File: src/hw/rtl/fpr_pkg.sv
// types and constants shared by the fifo page replacement block
package fpr_pkg;

    localparam int MAX_RESULTS = 16;

    typedef enum logic [1:0] {
        OP_INSERT = 2'd0,
        OP_REMOVE = 2'd1,
        OP_EVICT  = 2'd2,
        OP_ACCESS = 2'd3
    } t_op;

    typedef enum logic [1:0] {
        ST_OK     = 2'd0,
        ST_DUP    = 2'd1,
        ST_FULL   = 2'd2,
        ST_ABSENT = 2'd3
    } t_status;

    typedef struct packed {
        t_op         op;
        logic [15:0] page_id;
        logic [3:0]  frame_index;
        logic [4:0]  count;
    } t_in;

    typedef struct packed {
        logic [3:0] evicted_frame;
        logic       has_frame;
        logic       last;
        t_status    status;
        logic [4:0] occupancy;
    } t_out;

    typedef struct packed {
        logic [15:0] page_id;
        logic [3:0]  frame_index;
    } t_slot;

endpackage

File: src/hw/rtl/fifo_page_replacement.sv
// fifo page replacement queue: circular slot memory with search, shift and evict sweeps
// one item at a time; input stall is high from acceptance until the last result is queued
// insert: one slot compare per cycle through the slot memory read port
// remove: slots behind the page move one per cycle
// evict oldest: one frame read and one result per cycle without output stall
// reset clears the page count, head pointer and output valid; slot memory is not cleared
module fifo_page_replacement
    import fpr_pkg::*;
#(
    parameter int FRAMES = 16
) (
    input  logic i_clk,
    input  logic i_rst_n,
    input  logic i_in_valid,
    output logic o_in_stall,
    input  t_in  i_in_item,
    output logic o_out_valid,
    input  logic i_out_stall,
    output t_out o_out_item
);

    localparam int IW = $clog2(FRAMES);
    localparam int CW = $clog2(FRAMES + 1);
    localparam int KW = (CW > 5) ? CW : 5;

    typedef enum logic [2:0] {
        S_IDLE,
        S_SEARCH,
        S_SHIFT,
        S_EV_RD,
        S_EV_OUT,
        S_RESP
    } t_state;

    function automatic logic [IW-1:0] f_phys(logic [IW-1:0] head, logic [CW-1:0] l);
        logic [IW:0] sum;
        sum = (IW+1)'(head) + (IW+1)'(l);
        if (sum >= (IW+1)'(FRAMES)) begin
            sum = sum - (IW+1)'(FRAMES);
        end
        return sum[IW-1:0];
    endfunction

    t_slot          r_mem [FRAMES];
    t_slot          r_rdata;
    t_state         r_state;
    t_in            r_item;
    t_status        r_status;
    t_out           r_out;
    logic           r_out_valid;
    logic [CW-1:0]  r_held;
    logic [IW-1:0]  r_head;
    logic [CW-1:0]  r_idx;
    logic [CW-1:0]  r_cmp_idx;
    logic           r_cmp_vld;
    logic [CW-1:0]  r_take;

    logic           accept;
    logic           out_free;
    logic           match;
    logic           more;
    logic           ev_last;
    logic [KW-1:0]  take_a;
    logic [KW-1:0]  take_b;
    logic [CW-1:0]  take;
    logic           mem_re;
    logic [IW-1:0]  mem_ra;
    logic           mem_we;
    logic [IW-1:0]  mem_wa;
    t_slot          mem_wd;

    assign accept   = i_in_valid && (r_state == S_IDLE);
    assign out_free = !r_out_valid || !i_out_stall;
    assign match    = r_cmp_vld && (r_rdata.page_id == r_item.page_id);
    assign more     = r_idx < r_held;
    assign ev_last  = CW'(r_idx + 1'b1) == r_take;

    assign take_a = (KW'(i_in_item.count) > KW'(r_held)) ? KW'(r_held) : KW'(i_in_item.count);
    assign take_b = (take_a > KW'(MAX_RESULTS)) ? KW'(MAX_RESULTS) : take_a;
    assign take   = CW'(take_b);

    always_comb begin
        mem_re = 1'b0;
        mem_ra = '0;
        mem_we = 1'b0;
        mem_wa = '0;
        mem_wd = t_slot'{page_id: r_item.page_id, frame_index: r_item.frame_index};
        case (r_state)
            S_SEARCH: begin
                if (!match && more) begin
                    mem_re = 1'b1;
                    mem_ra = f_phys(r_head, r_idx);
                end
                if (!match && !more && (r_item.op == OP_INSERT)
                        && (r_held < CW'(FRAMES))) begin
                    mem_we = 1'b1;
                    mem_wa = f_phys(r_head, r_held);
                end
            end
            S_SHIFT: begin
                if (more) begin
                    mem_re = 1'b1;
                    mem_ra = f_phys(r_head, r_idx);
                end
                if (r_cmp_vld) begin
                    mem_we = 1'b1;
                    mem_wa = f_phys(r_head, CW'(r_cmp_idx - 1'b1));
                    mem_wd = r_rdata;
                end
            end
            S_EV_RD: begin
                mem_re = 1'b1;
                mem_ra = f_phys(r_head, r_idx);
            end
            S_EV_OUT: begin
                if (out_free && !ev_last) begin
                    mem_re = 1'b1;
                    mem_ra = f_phys(r_head, CW'(r_idx + 1'b1));
                end
            end
            default: begin
            end
        endcase
    end

    always_ff @(posedge i_clk) begin
        if (mem_we) begin
            r_mem[mem_wa] <= mem_wd;
        end
        if (mem_re) begin
            r_rdata <= r_mem[mem_ra];
        end
    end

    always_ff @(posedge i_clk) begin
        if (!i_rst_n) begin
            r_state     <= S_IDLE;
            r_out_valid <= 1'b0;
            r_held      <= '0;
            r_head      <= '0;
            r_cmp_vld   <= 1'b0;
        end else begin
            if (out_free && (r_state != S_EV_OUT) && (r_state != S_RESP)) begin
                r_out_valid <= 1'b0;
            end
            case (r_state)
                S_IDLE: begin
                    r_cmp_vld <= 1'b0;
                    r_idx     <= '0;
                    if (accept) begin
                        r_item <= i_in_item;
                        case (i_in_item.op)
                            OP_INSERT, OP_REMOVE: begin
                                r_state <= S_SEARCH;
                            end
                            OP_EVICT: begin
                                r_take <= take;
                                if (take == '0) begin
                                    r_status <= ST_OK;
                                    r_state  <= S_RESP;
                                end else begin
                                    r_state <= S_EV_RD;
                                end
                            end
                            OP_ACCESS: begin
                                r_status <= ST_OK;
                                r_state  <= S_RESP;
                            end
                            default: begin
                                r_status <= ST_OK;
                                r_state  <= S_RESP;
                            end
                        endcase
                    end
                end
                S_SEARCH: begin
                    if (match) begin
                        if (r_item.op == OP_INSERT) begin
                            r_status <= ST_DUP;
                            r_state  <= S_RESP;
                        end else begin
                            r_idx     <= CW'(r_cmp_idx + 1'b1);
                            r_cmp_vld <= 1'b0;
                            r_state   <= S_SHIFT;
                        end
                    end else if (more) begin
                        r_cmp_vld <= 1'b1;
                        r_cmp_idx <= r_idx;
                        r_idx     <= CW'(r_idx + 1'b1);
                    end else begin
                        if (r_item.op == OP_INSERT) begin
                            if (r_held < CW'(FRAMES)) begin
                                r_held   <= CW'(r_held + 1'b1);
                                r_status <= ST_OK;
                            end else begin
                                r_status <= ST_FULL;
                            end
                        end else begin
                            r_status <= ST_ABSENT;
                        end
                        r_state <= S_RESP;
                    end
                end
                S_SHIFT: begin
                    if (more) begin
                        r_cmp_vld <= 1'b1;
                        r_cmp_idx <= r_idx;
                        r_idx     <= CW'(r_idx + 1'b1);
                    end else begin
                        r_cmp_vld <= 1'b0;
                        r_held    <= CW'(r_held - 1'b1);
                        r_status  <= ST_OK;
                        r_state   <= S_RESP;
                    end
                end
                S_EV_RD: begin
                    r_state <= S_EV_OUT;
                end
                S_EV_OUT: begin
                    if (out_free) begin
                        r_out_valid         <= 1'b1;
                        r_out.evicted_frame <= r_rdata.frame_index;
                        r_out.has_frame     <= 1'b1;
                        r_out.last          <= ev_last;
                        r_out.status        <= ST_OK;
                        r_out.occupancy     <= 5'(r_held - r_take);
                        if (ev_last) begin
                            r_head  <= f_phys(r_head, r_take);
                            r_held  <= CW'(r_held - r_take);
                            r_state <= S_IDLE;
                        end else begin
                            r_idx <= CW'(r_idx + 1'b1);
                        end
                    end
                end
                S_RESP: begin
                    if (out_free) begin
                        r_out_valid         <= 1'b1;
                        r_out.evicted_frame <= '0;
                        r_out.has_frame     <= 1'b0;
                        r_out.last          <= 1'b1;
                        r_out.status        <= r_status;
                        r_out.occupancy     <= 5'(r_held);
                        r_state             <= S_IDLE;
                    end
                end
                default: begin
                    r_state <= S_IDLE;
                end
            endcase
        end
    end

    assign o_in_stall  = (r_state != S_IDLE);
    assign o_out_valid = r_out_valid;
    assign o_out_item  = r_out;

`ifndef SYNTHESIS
    a_held_bound: assert property (@(posedge i_clk) disable iff (!i_rst_n)
        r_held <= CW'(FRAMES))
        else $error("page count above frame count");

    a_busy_after_accept: assert property (@(posedge i_clk) disable iff (!i_rst_n)
        (i_in_valid && !o_in_stall) |=> o_in_stall)
        else $error("input not stalled after item accepted");

    a_no_same_entry: assert property (@(posedge i_clk) disable iff (!i_rst_n)
        (mem_we && mem_re) |-> (mem_wa != mem_ra))
        else $error("slot memory read and write hit the same entry");

    a_evict_take: assert property (@(posedge i_clk) disable iff (!i_rst_n)
        ((r_state == S_EV_RD) || (r_state == S_EV_OUT))
            |-> ((r_take != '0) && (r_take <= r_held) && (r_idx < r_take)))
        else $error("evict sweep outside held pages");
`endif

endmodule

File: config.mk
export PLATFORM = sky130hd
export DESIGN_NAME = fifo_page_replacement
export DESIGN_NICKNAME = d
export VERILOG_FILES = /design/src/hw/rtl/fpr_pkg.sv /design/src/hw/rtl/fifo_page_replacement.sv
export SDC_FILE = /design/constraint.sdc
export NUM_CORES = 1
export LEC_CHECK = 0
export CAP_MARGIN = 0
export CORE_MARGIN = 1
export CORE_UTILIZATION = 60
export CTS_BUF_LIST = sky130_fd_sc_hd__clkbuf_16
export DETAILED_ROUTE_END_ITERATION = 8
export DONT_BUFFER_PORTS = 1
export MAX_ROUTING_LAYER = met4
export PLACE_DENSITY_LB_ADDON = 0.3
export SLEW_MARGIN = 30
export SYNTH_ARGS = -nofsm -noshare
export SYNTH_HDL_FRONTEND = slang
export SYNTH_SLANG_ARGS = --single-unit
File: constraint.sdc
create_clock -name i_clk -period 4.5 [get_ports i_clk]
set_clock_uncertainty 0.15 [all_clocks]
set_input_delay 0.675 -clock i_clk [delete_from_list [all_inputs] [get_ports i_clk]]
set_output_delay 0.675 -clock i_clk [all_outputs]
set_load 0.02 [all_outputs]
==> flow_summary.json <==
{
  "status": "complete, no violations",
  "core_mm2": 0.0288,
  "critPathCaptureType": "flip-flop",
  "drtIter0Drc": 1171,
  "fp.dieW_um": 173,
  "gr-usage-all-layers": 0.295,
  "power.density_mw_per_mm2": 474,
  "cts_resized": 0,
  "grt_pass1_vias": 10800,
  "cp_max_fo": 38,
  "grt_pass1_wl_um": 63800,
  "clk_latency_ns": 0.55,
  "timing.final.crit_share": 0.939,
  "fin_tns_setup_ns": 0,
  "via_per_inst": 6.42,
  "initial_core_util": 0.612,
  "ctsHoldBuffers": 0,
  "clock.fmax_mhz": 237,
  "rsz0062_at_grt": "false",
  "remaining_drc_errors": 0,
  "reg2reg_slack_ns": 0.28,
  "slew_violations": 0,
  "layout.nets": 1372,
  "slew-limit-headroom": 0.354,
  "clk_path_buf_depth": 3,
  "worst_pin_slew_ns": 0.961,
  "drv_cap": 0,
  "grt_max_degree": 40,
  "worstPathRequired_ns": 4.62,
  "synth_common_cells": "edfxtp_1 (392), nand2_1 (164), mux2i_1 (87)",
  "drive_above_1_share": 0.108,
  "dominantRegCellSynth": "edfxtp_1",
  "grt_overflow": 0,
  "cts_sinks": 406,
  "dieArea_mm2": 0.0301,
  "p_leak_nw": 7.04,
  "fin_util": 0.684,
  "cts_tree": "built",
  "wirelength_um": 42200,
  "r2r-start": "r_idx[0]$_DFFE_PP_",
  "fillers": 1936,
  "critical_path_class": "flip-flop to flip-flop",
  "worst_setup_path_start_kind": "flip-flop",
  "synthArstFlopShare": 0,
  "worstHoldStart": "i_in_item[6]",
  "antenna_found_initial": 4,
  "ir_worst_vdd_uv": 394,
  "yosysSeqAreaShare": 0.684,
  "synth.most_common_cell": "edfxtp_1",
  "yosysWarnings": 0,
  "cts_buffers": 40,
  "netlist_instances": 1269,
  "postCtsSetupRepairBufs": 0,
  "via_count": 11000,
  "pre_cts_ws_ns": 0.161,
  "cts_root_buf": "clkbuf_16",
  "setup_violations": 0,
  "hold_violations": 0,
  "htree_levels": 2,
  "ant_nets": 0,
  "final_area_mm2": 0.0197,
  "ys_ff_latch": 406,
  "synth_nets": 1341,
  "avgSynthCellArea_um2": 13.9,
  "yosysTopAreaCell": "edfxtp_1",
  "die_height_um": 173,
  "synth_edf_count": 392,
  "hold_path.class": "input pin to flip-flop",
  "gp_congestion": 0.924,
  "synth_cell_types": 64,
  "io_pins": 46,
  "finalPower_mw": 9.34,
  "portBuffers": 0,
  "firstDrtPassIters": 5,
  "area_delta_synth_final_pct": 11.7,
  "synthTopCellsByArea": "edfxtp_1 (67%), mux2i_1 (4.9%), nand2_1 (3.5%)",
  "startpoint": "r_idx[0]$_DFFE_PP_",
  "routedWlPerCell_um": 24.6,
  "clk_pin_slew_ns": 0.07,
  "rows": 62,
  "crit_arrival_ns": 4.34,
  "fin_ws_ns": 0.276,
  "dp_hpwl_um": 25800,
  "synth_area_mm2": 0.0176,
  "placed_area_mm2": 0.0184,
  "yosys.area.top_type_share": 0.668,
  "period_minus_slack_ns": 4.22
}
==> metrics by stage <==
step,instances,hold slack [ns]
4_1_cts,1715,0.0586
3_5_place_dp,1642,0.363
3_3_place_gp,1642,0.355
2_1_floorplan,1269,0.302
5_1_grt,1719,0.0493
6_report,1719,0.0642
==> cell usage in the layout, fill, tap and decap left out, drive strengths merged, types with 4 or more instances in the layout <==
cell type / count
clkbuf: 40
mux2i: 87
diode: 4
xor2: 20
and2: 24
nand2: 165
or3: 4
a21oi: 74
inv: 49
nand2b: 6
a211oi: 10
a311oi: 20
ha: 34
fa: 7
xnor2: 25
nor2: 60
o21a: 4
nor2b: 13
or4: 24
o21ai: 17
nand4b: 4
a21o: 12
edfxtp: 392
nor3: 13
o22ai: 43
a221oi: 41
buf: 55
clkinv: 19
dfxtp: 14
nand3: 7
==> layout make-up <==
type / count / area, µm² / share of cell area
diodes: 4 / 10.0 / 0.000509
clock buffers: 40 / 1000 / 0.0509
clock inverters: 33 / 269 / 0.0137
inverters: 40 / 150 / 0.00763
multi-input cells: 757 / 5220 / 0.265
flip-flops and latches: 406 / 12100 / 0.612
well taps: 384 / 480 / 0.0244
repair buffers: 55 / 500 / 0.0254
==> critical path, cell delays in order, from the launching register on <==
cell      delay, ns
edfxtp_1       0.53
ha_1           0.37
nor3b_1        0.18
o21a_1         0.21
o311ai_4       0.44
nand3_2        0.26
nand2_1        0.29
nand2_8        0.27
buf_12         0.27
a221oi_1       0.36
a311oi_1       0.08
or4_1          0.50
==> sequential cells by signal, indices dropped and copies added (netlist names), 5 cells and up <==
signal      count
r_rdata        20
o_out_item     13
r_item         22
r_mem         320
r_take          5
r_cmp_idx       5
r_idx           5
r_held          5
==> layer usage <==
layer	wire length (µm)	part of all wire	global-route usage
met1	15800	0.37	0.363
met2	20600	0.49	0.468
met3	3750	0.089	0.0566
met4	2050	0.049	0.149
met5	0	0	-
==> path summary, 6_finish.rpt <==
| path | cells past startpoint | to |
|---|---|---|
| worst max-delay path | 11 | r_rdata[14]$_DFFE_PP_ |
| worst min-delay path | 0 | r_item[6]$_DFFE_PP_ |
| worst max register to register | 11 | r_rdata[14]$_DFFE_PP_ |
| worst min register to register | 1 | o_out_item[6]$_SDFFCE_PN0P_ |
==> power by group <==
group | switching [mW] | internal [mW]
logic | 1.07 | 0.634
registers | 0.102 | 4.32
clock network | 1.40 | 1.81
total | 2.57 | 6.77
==> cell families (layout without fill, tap and decap cells) <==
family,count (synthesis),count (layout),synth area share
flip-flops,406,406,0.684
AND/OR/NAND/NOR,333,333,0.0881
AO/OA/AOI/OAI,250,250,0.0979
buffers and inverters,106,168,0.0255
multiplexers,88,88,0.0501
XOR/XNOR,45,45,0.0224
adder cells (fa/ha/maj),41,41,0.0321
other,0,4,0
(Power assumes the default switching activity.)
